===== src/sv/irs_pkg.sv =====
// Shared types and codes for the idempotent result store.
`timescale 1ns / 1ps

package irs_pkg;

    typedef enum logic [1:0] {
        CMD_INSPECT = 2'd0,
        CMD_RETAIN  = 2'd1,
        CMD_MARK    = 2'd2,
        CMD_EVICT   = 2'd3
    } t_cmd;

    typedef enum logic [2:0] {
        DEC_AVAILABLE  = 3'd0,
        DEC_REPLAY     = 3'd1,
        DEC_CONFLICT   = 3'd2,
        DEC_OVERLOADED = 3'd3,
        DEC_SCOPE      = 3'd4
    } t_dec;

    typedef enum logic [1:0] {
        CFG_SESSION    = 2'd0,
        CFG_GENERATION = 2'd1,
        CFG_BATTLE     = 2'd2,
        CFG_RETENTION  = 2'd3
    } t_cfg_idx;

    typedef enum logic [2:0] {
        ST_IDLE = 3'b001,
        ST_SCAN = 3'b010,
        ST_DONE = 3'b100
    } t_state;

    typedef struct packed {
        logic [31:0] key;
        logic [31:0] hint;
        logic [31:0] data;
    } t_entry;

endpackage


===== src/sv/irs_entry_ram.sv =====
// Entry memory: one write port, one registered read port.
`timescale 1ns / 1ps

module irs_entry_ram #(
    parameter int DEPTH = 16,
    parameter int AW    = 4
) (
    input  logic                 i_clk,
    input  logic                 i_we,
    input  logic [AW-1:0]        i_waddr,
    input  irs_pkg::t_entry      i_wdata,
    input  logic [AW-1:0]        i_raddr,
    output irs_pkg::t_entry      o_rdata
);

    irs_pkg::t_entry r_mem [0:DEPTH-1];
    irs_pkg::t_entry r_q;

    always_ff @(posedge i_clk) begin
        if (i_we) begin
            r_mem[i_waddr] <= i_wdata;
        end
        r_q <= r_mem[i_raddr];
    end

    assign o_rdata = r_q;

endmodule


===== src/sv/idempotent_result_store_unit.sv =====
// Top level of the idempotent result store: scope check, entry scan, retain, mark, evict.
//
// One item is handled at a time. Mark completed, evict and any item whose scope
// does not match go from acceptance through the done state into the output
// register, which they enter once the previous result has been collected. Inspect
// and retain scan the stored entries through the single read port of the entry
// memory, one entry per cycle in a pipelined walk, stopping at the first key
// match. A new item is taken as soon as the previous one has moved to the output
// register, even if that result has not yet been collected.
`timescale 1ns / 1ps

module idempotent_result_store_unit #(
    parameter int CAPACITY = 16
) (
    input  logic        i_clk,
    input  logic        i_rst_n,

    input  logic        i_cfg_valid,
    output logic        o_cfg_ready,
    input  logic [1:0]  i_cfg_index,
    input  logic [63:0] i_cfg_data,

    input  logic        i_valid,
    output logic        o_ready,
    input  logic [1:0]  i_command,
    input  logic [31:0] i_req_session,
    input  logic [31:0] i_req_generation,
    input  logic [31:0] i_req_battle,
    input  logic [31:0] i_request_id,
    input  logic [31:0] i_target_hint,
    input  logic [31:0] i_result_request_id,
    input  logic [31:0] i_result_battle,
    input  logic [31:0] i_result_payload,
    input  logic [63:0] i_time_now,

    output logic        o_valid,
    input  logic        i_ready,
    output logic [2:0]  o_decision,
    output logic        o_stored,
    output logic [31:0] o_replay_payload,
    output logic [4:0]  o_removed_count
);

    localparam int CW = $clog2(CAPACITY + 1);
    localparam int AW = (CAPACITY > 1) ? $clog2(CAPACITY) : 1;

    logic [31:0] r_session_scope;
    logic [31:0] r_generation_scope;
    logic [31:0] r_battle_scope;
    logic [63:0] r_retention;

    irs_pkg::t_state r_state, n_state;
    irs_pkg::t_cmd   r_cmd, n_cmd;
    irs_pkg::t_dec   r_dec, n_dec;
    logic [31:0]     r_key, n_key;
    logic [31:0]     r_hint, n_hint;
    logic [31:0]     r_data, n_data;
    logic [63:0]     r_time, n_time;
    logic            r_ids_ok, n_ids_ok;
    logic [31:0]     r_pay, n_pay;
    logic [CW-1:0]   r_issue, n_issue;
    logic            r_rd_vld, n_rd_vld;
    logic [CW-1:0]   r_count, n_count;
    logic            r_cmpl, n_cmpl;
    logic [63:0]     r_cmpl_time, n_cmpl_time;

    logic            r_o_valid, n_o_valid;
    irs_pkg::t_dec   r_o_dec, n_o_dec;
    logic            r_o_stored, n_o_stored;
    logic [31:0]     r_o_pay, n_o_pay;
    logic [4:0]      r_o_rem, n_o_rem;

    logic            scope_ok;
    logic            issue_ok;
    logic            full;
    logic            ram_we;
    irs_pkg::t_entry ram_wdata;
    irs_pkg::t_entry ram_q;

    irs_entry_ram #(
        .DEPTH (CAPACITY),
        .AW    (AW)
    ) u_ram (
        .i_clk   (i_clk),
        .i_we    (ram_we),
        .i_waddr (r_count[AW-1:0]),
        .i_wdata (ram_wdata),
        .i_raddr (r_issue[AW-1:0]),
        .o_rdata (ram_q)
    );

    assign ram_wdata = '{key: r_key, hint: r_hint, data: r_data};
    assign scope_ok  = (i_req_session == r_session_scope)
                    && (i_req_generation == r_generation_scope)
                    && (i_req_battle == r_battle_scope);
    assign issue_ok  = r_issue < r_count;
    assign full      = r_count >= CW'(CAPACITY);

    always_comb begin
        n_state     = r_state;
        n_cmd       = r_cmd;
        n_dec       = r_dec;
        n_key       = r_key;
        n_hint      = r_hint;
        n_data      = r_data;
        n_time      = r_time;
        n_ids_ok    = r_ids_ok;
        n_pay       = r_pay;
        n_issue     = r_issue;
        n_rd_vld    = 1'b0;
        n_count     = r_count;
        n_cmpl      = r_cmpl;
        n_cmpl_time = r_cmpl_time;
        n_o_valid   = r_o_valid;
        n_o_dec     = r_o_dec;
        n_o_stored  = r_o_stored;
        n_o_pay     = r_o_pay;
        n_o_rem     = r_o_rem;
        ram_we      = 1'b0;

        if (r_o_valid && i_ready) begin
            n_o_valid = 1'b0;
        end

        case (r_state)
            irs_pkg::ST_IDLE: begin
                if (i_valid) begin
                    n_cmd    = irs_pkg::t_cmd'(i_command);
                    n_key    = i_request_id;
                    n_hint   = i_target_hint;
                    n_data   = i_result_payload;
                    n_time   = i_time_now;
                    n_ids_ok = (i_result_request_id == i_request_id)
                            && (i_result_battle == i_req_battle);
                    n_pay    = '0;
                    n_issue  = '0;
                    n_rd_vld = 1'b0;
                    n_dec    = irs_pkg::DEC_AVAILABLE;
                    if (irs_pkg::t_cmd'(i_command) inside {irs_pkg::CMD_INSPECT,
                                                           irs_pkg::CMD_RETAIN}) begin
                        if (scope_ok) begin
                            n_state = irs_pkg::ST_SCAN;
                        end else begin
                            n_dec   = irs_pkg::DEC_SCOPE;
                            n_state = irs_pkg::ST_DONE;
                        end
                    end else begin
                        n_state = irs_pkg::ST_DONE;
                    end
                end
            end
            irs_pkg::ST_SCAN: begin
                n_rd_vld = issue_ok;
                if (issue_ok) begin
                    n_issue = r_issue + 1'b1;
                end
                if (r_rd_vld && (ram_q.key == r_key)) begin
                    if (ram_q.hint == r_hint) begin
                        n_dec = irs_pkg::DEC_REPLAY;
                        n_pay = ram_q.data;
                    end else begin
                        n_dec = irs_pkg::DEC_CONFLICT;
                    end
                    n_state = irs_pkg::ST_DONE;
                end else if (!r_rd_vld && !issue_ok) begin
                    n_dec   = full ? irs_pkg::DEC_OVERLOADED : irs_pkg::DEC_AVAILABLE;
                    n_state = irs_pkg::ST_DONE;
                end
            end
            irs_pkg::ST_DONE: begin
                if (!r_o_valid || i_ready) begin
                    n_o_valid  = 1'b1;
                    n_o_dec    = r_dec;
                    n_o_stored = 1'b0;
                    n_o_pay    = r_pay;
                    n_o_rem    = '0;
                    n_state    = irs_pkg::ST_IDLE;
                    case (r_cmd)
                        irs_pkg::CMD_RETAIN: begin
                            if (r_dec == irs_pkg::DEC_AVAILABLE && r_ids_ok && !full) begin
                                ram_we     = 1'b1;
                                n_count    = r_count + 1'b1;
                                n_o_stored = 1'b1;
                            end
                        end
                        irs_pkg::CMD_MARK: begin
                            if (!r_cmpl) begin
                                n_cmpl      = 1'b1;
                                n_cmpl_time = r_time;
                            end
                        end
                        irs_pkg::CMD_EVICT: begin
                            if (r_cmpl && (r_time >= r_cmpl_time)
                                && ((r_time - r_cmpl_time) >= r_retention)) begin
                                n_o_rem = 5'(r_count);
                                n_count = '0;
                            end
                        end
                        default: begin
                        end
                    endcase
                end
            end
            default: begin
                n_state = irs_pkg::ST_IDLE;
            end
        endcase
    end

    always_ff @(posedge i_clk) begin
        if (!i_rst_n) begin
            r_session_scope    <= '0;
            r_generation_scope <= '0;
            r_battle_scope     <= '0;
            r_retention        <= '0;
            r_state            <= irs_pkg::ST_IDLE;
            r_rd_vld           <= 1'b0;
            r_count            <= '0;
            r_cmpl             <= 1'b0;
            r_cmpl_time        <= '0;
            r_o_valid          <= 1'b0;
        end else begin
            if (i_cfg_valid) begin
                case (irs_pkg::t_cfg_idx'(i_cfg_index))
                    irs_pkg::CFG_SESSION:    r_session_scope    <= i_cfg_data[31:0];
                    irs_pkg::CFG_GENERATION: r_generation_scope <= i_cfg_data[31:0];
                    irs_pkg::CFG_BATTLE:     r_battle_scope     <= i_cfg_data[31:0];
                    irs_pkg::CFG_RETENTION:  r_retention        <= i_cfg_data;
                    default: begin
                    end
                endcase
            end
            r_state     <= n_state;
            r_rd_vld    <= n_rd_vld;
            r_count     <= n_count;
            r_cmpl      <= n_cmpl;
            r_cmpl_time <= n_cmpl_time;
            r_o_valid   <= n_o_valid;
        end
    end

    always_ff @(posedge i_clk) begin
        r_cmd      <= n_cmd;
        r_dec      <= n_dec;
        r_key      <= n_key;
        r_hint     <= n_hint;
        r_data     <= n_data;
        r_time     <= n_time;
        r_ids_ok   <= n_ids_ok;
        r_pay      <= n_pay;
        r_issue    <= n_issue;
        r_o_dec    <= n_o_dec;
        r_o_stored <= n_o_stored;
        r_o_pay    <= n_o_pay;
        r_o_rem    <= n_o_rem;
    end

    assign o_cfg_ready      = 1'b1;
    assign o_ready          = (r_state == irs_pkg::ST_IDLE);
    assign o_valid          = r_o_valid;
    assign o_decision       = r_o_dec;
    assign o_stored         = r_o_stored;
    assign o_replay_payload = r_o_pay;
    assign o_removed_count  = r_o_rem;

    a_count_bound: assert property (@(posedge i_clk) disable iff (!i_rst_n)
        r_count <= CW'(CAPACITY))
        else $error("entry count beyond capacity");

    a_store_only_available: assert property (@(posedge i_clk) disable iff (!i_rst_n)
        (r_o_valid && r_o_stored) |-> (r_o_dec == irs_pkg::DEC_AVAILABLE))
        else $error("entry stored with a decision other than available");

    a_removed_only_evict: assert property (@(posedge i_clk) disable iff (!i_rst_n)
        (r_o_valid && (r_o_rem != '0)) |->
            (r_o_dec == irs_pkg::DEC_AVAILABLE && !r_o_stored && r_o_pay == '0))
        else $error("removed count on a non-evict result");

    a_read_from_scan: assert property (@(posedge i_clk) disable iff (!i_rst_n)
        r_rd_vld |-> $past(r_state == irs_pkg::ST_SCAN))
        else $error("entry read outside scan");

endmodule

===== config.mk =====
export PLATFORM = sky130hd
export DESIGN_NAME = idempotent_result_store_unit
export DESIGN_NICKNAME = d
export VERILOG_FILES = /design/src/sv/irs_pkg.sv /design/src/sv/irs_entry_ram.sv /design/src/sv/idempotent_result_store_unit.sv
export SDC_FILE = /design/constraint.sdc
export NUM_CORES = 2
export LEC_CHECK = 0
export BUFFER_PORTS_ARGS = -buffer_cell sky130_fd_sc_hd__buf_2
export CORE_ASPECT_RATIO = 0.6
export CORE_MARGIN = 2
export CORE_UTILIZATION = 50
export DETAILED_ROUTE_END_ITERATION = 8
export GPL_TIMING_DRIVEN = 1
export PLACE_DENSITY = 0.79
export SETUP_SLACK_MARGIN = 0.2
export SLEW_MARGIN = 5
export SYNTH_ARGS = -nofsm -noshare
export SYNTH_HDL_FRONTEND = slang
export SYNTH_HIERARCHICAL = 1
export SYNTH_SLANG_ARGS = --single-unit

===== constraint.sdc =====
create_clock -name i_clk -period 10.4 [get_ports i_clk]
set_input_delay 0.52 -clock i_clk [delete_from_list [all_inputs] [get_ports i_clk]]
set_output_delay 0.52 -clock i_clk [all_outputs]
set_load 0.01 [all_outputs]

==> flow_metrics.py <==
metrics = {
    "run_status": {
        "outcome": "completed",
    },
    "placed_design": {
        "gp_congestion": 0.983,
        "hpwl_um": 133000,
        "placedInstanceArea_um2": 88200,
        "pre_cts_slack_ns": 4.15,
        "io_buffers": 435,
    },
    "cts": {
        "clock-root-buffer": "clkbuf_16",
        "postCtsHoldBufs": 189,
        "clock_path_buffers": 4,
        "path_clk_slew_ns": 0.07,
        "numCtsBuffers": 191,
        "cts_tree": "built",
        "clock_latency_ns": 0.86,
        "cts_resized": 0,
        "cts_setup_buffers": 0,
        "cts_max_level": 4,
        "cts.sinks": 2111,
    },
    "route": {
        "vias_per_cell": 6.05,
        "routed_wl_um": 228000,
        "postRouteAntennaNets": 0,
        "first_pass_iters": 5,
        "drtIter0Drc": 6188,
        "wire_per_inst_um": 28.4,
        "via_count": 48600,
        "drcViolationCount": 0,
    },
    "die": {
        "dieArea_um2": 171000,
        "initial_core_util_pct": 50.2,
        "io-pin-count": 437,
        "dieWidth_um": 532,
        "core_area_um2": 166000,
        "die_h_um": 321,
        "num_rows": 116,
    },
    "logic_synthesis": {
        "seq_area_frac_synth_pct": 71.9,
        "synth.avg_cell_area_um2": 16.8,
        "synth-seq-cells": 2111,
        "muxShareOfSynthArea_pct": 10.4,
        "ys_warn_count": 6,
        "synthCells": 4978,
        "synth_top_area_share_pct": 64.0,
        "synth_top_flop_cell": "edfxtp_1",
        "synth_top_family_by_area": "multiplexers",
        "synthTopCellsByCount": "edfxtp_1 (1780), nand2_1 (612), mux4_2 (384)",
        "synthArstFlopShare_pct": 0,
        "yosysTopAreaCell": "edfxtp_1",
        "yosys-top-cells-area": "edfxtp_1 (64%), mux4_2 (10%), dfxtp_1 (7.9%)",
        "synthSimpleGateAreaFrac_pct": 4.97,
        "yosysMostFrequentCell": "edfxtp_1",
        "ys_types": 88,
        "netlist_area_um2": 83600,
        "synthAdderAreaFrac_pct": 2.05,
        "synth_xor_area_share_pct": 2.92,
        "syn_nets": 5507,
        "synth-edff-count": 1780,
        "synth_compound_area_share_pct": 5.73,
    },
    "critical_path": {
        "critPathKind": "reg2reg",
        "required_ns": 11.13,
        "arrival_ns": 7.33,
        "path_max_fanout": 9,
        "worst_setup_path_end_kind": "flip-flop",
        "cp-start-kind": "flip-flop",
        "reg2regPathDepth": 21,
    },
    "power": {
        "switching_share_pct": 22.5,
        "p_clk_share_pct": 39.2,
        "cellInternalPower_mw": 13.7,
        "total_leakage_power_nw": 31.8,
        "power.switching_mw": 3.98,
        "power.total_mw": 17.7,
        "combPwrFrac_pct": 7.2,
        "vdd.ir_drop.worst_mv": 0.159,
        "share_seq_of_total_power_pct": 53.7,
        "p_per_area_nw_per_um2": 184,
    },
    "timing": {
        "fin_skew_ns": 0.0948,
        "rsz0062_at_grt": "no",
        "tightest_slew_ns": 1.24,
        "post-route-min-period_ns": 6.60,
        "hold_viol": 0,
        "max-slew-margin-rel_pct": 16.9,
        "finalSetupViolations": 0,
        "fin_setup_tns_ns": 0,
        "finalMaxSlewViolations": 0,
        "fin_ws_ns": 3.80,
        "finalCritPeriodShare_pct": 63.5,
        "fmax_ghz": 0.151,
    },
    "cells_and_area": {
        "drive_gt1_share_pct": 21.1,
        "syn_to_final_growth_pct": 15.1,
        "stdcell_area_um2": 96200,
        "fin_nets": 6163,
        "num-fill-cells": 12200,
    },
    "global_routing": {
        "antenna_found_initial": 20,
        "grt_max_degree": 142,
        "grt_pass1_vias": 46800,
        "grt_pass1_wl_um": 324000,
        "grt_usage_pct": 26.2,
        "grt-ovfl-total": 0,
    },
    "min_path": {
        "hp-class": "in2reg",
        "min_path_cells": 1,
    },
    "run": {
        "maxCapViolations": 0,
    },
}
==> cell type report <==
type                            instances  area [um2]  area share (%)
Antenna cell                           10        25.0          0.0260
Clock buffer                          259        5290            5.50
Clock inverter                         86         776           0.806
Inverter                              159         609           0.633
Multi-Input combinational cell       2478       22000            22.8
Sequential cell                      2111       60100            62.4
Tap cell                             2242        2810            2.92
Timing Repair Buffer                  693        4670            4.86
==> sequential cells by signal, indices dropped and copies added (netlist names), 64 cells and up <==
signal / count
r_cmpl_time: 64
r_retention: 64
r_time: 64
u_ram/o_rdata: 96
u_ram/r_mem: 1536
==> power by group through the flow <==
stage / logic (mW) / registers (mW) / clock network (mW)
floorplan: 0.747 / 9.63 / 0
global placement: 1.16 / 9.66 / 0
detailed placement: 1.17 / 9.68 / 0
CTS: 1.25 / 9.50 / 7.04
global route: 1.36 / 9.52 / 7.35
finish: 1.27 / 9.50 / 6.94
==> worst paths after layout <==
kind                   start                   end  slack (ns)
max                r_time[0]            r_count[4]        3.80
min          i_request_id[6]              r_key[6]       0.007
max reg2reg        r_time[0]            r_count[4]        3.80
min reg2reg        r_pay[25]  o_replay_payload[25]        0.41
==> cells in the final DEF, fill, tap and decap left out, types with 9 or more instances in the layout <==
master	synthesis	layout
xnor2_1	149	149
nand2_1	612	612
and2_1	39	38
o21ai_0	51	50
clkbuf_16	0	194
buf_2	15	435
xor2_1	130	130
clkinv_2	0	24
edfxtp_1	1780	1780
inv_1	158	156
mux4_2	384	384
a22oi_1	193	193
dlygate4sd3_1	0	189
nor4_1	45	43
nand2b_1	15	14
clkinv_1	0	28
a21o_1	59	59
nor2_4	0	15
o21a_1	10	10
ha_1	135	135
clkbuf_1	135	46
o21bai_1	9	9
dfxtp_1	331	331
nor3_1	18	14
nor2_1	74	59
buf_4	25	62
diode_2	0	10
and3_1	10	9
a21oi_1	324	324
nand3_1	24	23
bufinv_16	0	12
nand4_1	56	56
clkbuf_8	0	19
==> metrics by stage <==
stage	hold slack [ns]	util, %	instances
after CTS	0.000280	57.8	8028
final	0.00677	57.9	8038
after global routing	-0.00830	57.8	8031
after detailed placement	0.405	53.1	7494
after global placement	0.402	53.1	7494
after floorplan	0.400	-	4978
==> critical path: stages (launching register included) <==
cell and delay (ns):
edfxtp_1 0.40, inv_1 0.07, ha_1 0.18, inv_1 0.06, fa_1 0.41, a21o_1 0.19
a221oi_1 0.71, o221a_2 0.38, o21ai_0 0.17, a21boi_0 0.70, o31ai_1 0.22, a21oi_1 0.23
xnor2_1 0.12, ha_1 0.20, a21oi_1 0.12, o21ai_0 0.11, a221oi_1 0.72, o221ai_1 0.20
a21o_1 0.27, a21oi_1 0.68, o21bai_1 0.17, o32ai_2 0.22
==> routing by layer <==
metal / GRT usage, % / up-vias / part of all wire [%]
li1: - / 20600 / -
met1: 38.8 / 24900 / 42
met2: 37.7 / 2756 / 44
met3: 8.03 / 346 / 12
met4: 6.46 / 2 / 2.4
met5: 0.868 / - / 0.091
==> cells by family (layout without fill, tap and decap cells) <==
| family | after synthesis | after routing |
|---|---|---|
| other | 1 | 11 |
| DFF | 2111 | 2111 |
| xor gates and xnor gates | 279 | 279 |
| AOI/OAI and AO/OA | 739 | 739 |
| adders and majority gates | 136 | 136 |
| buffers and inverters | 389 | 1197 |
| and+or+nand+nor | 937 | 937 |
| muxes | 386 | 386 |
(Power assumes the default switching activity.)
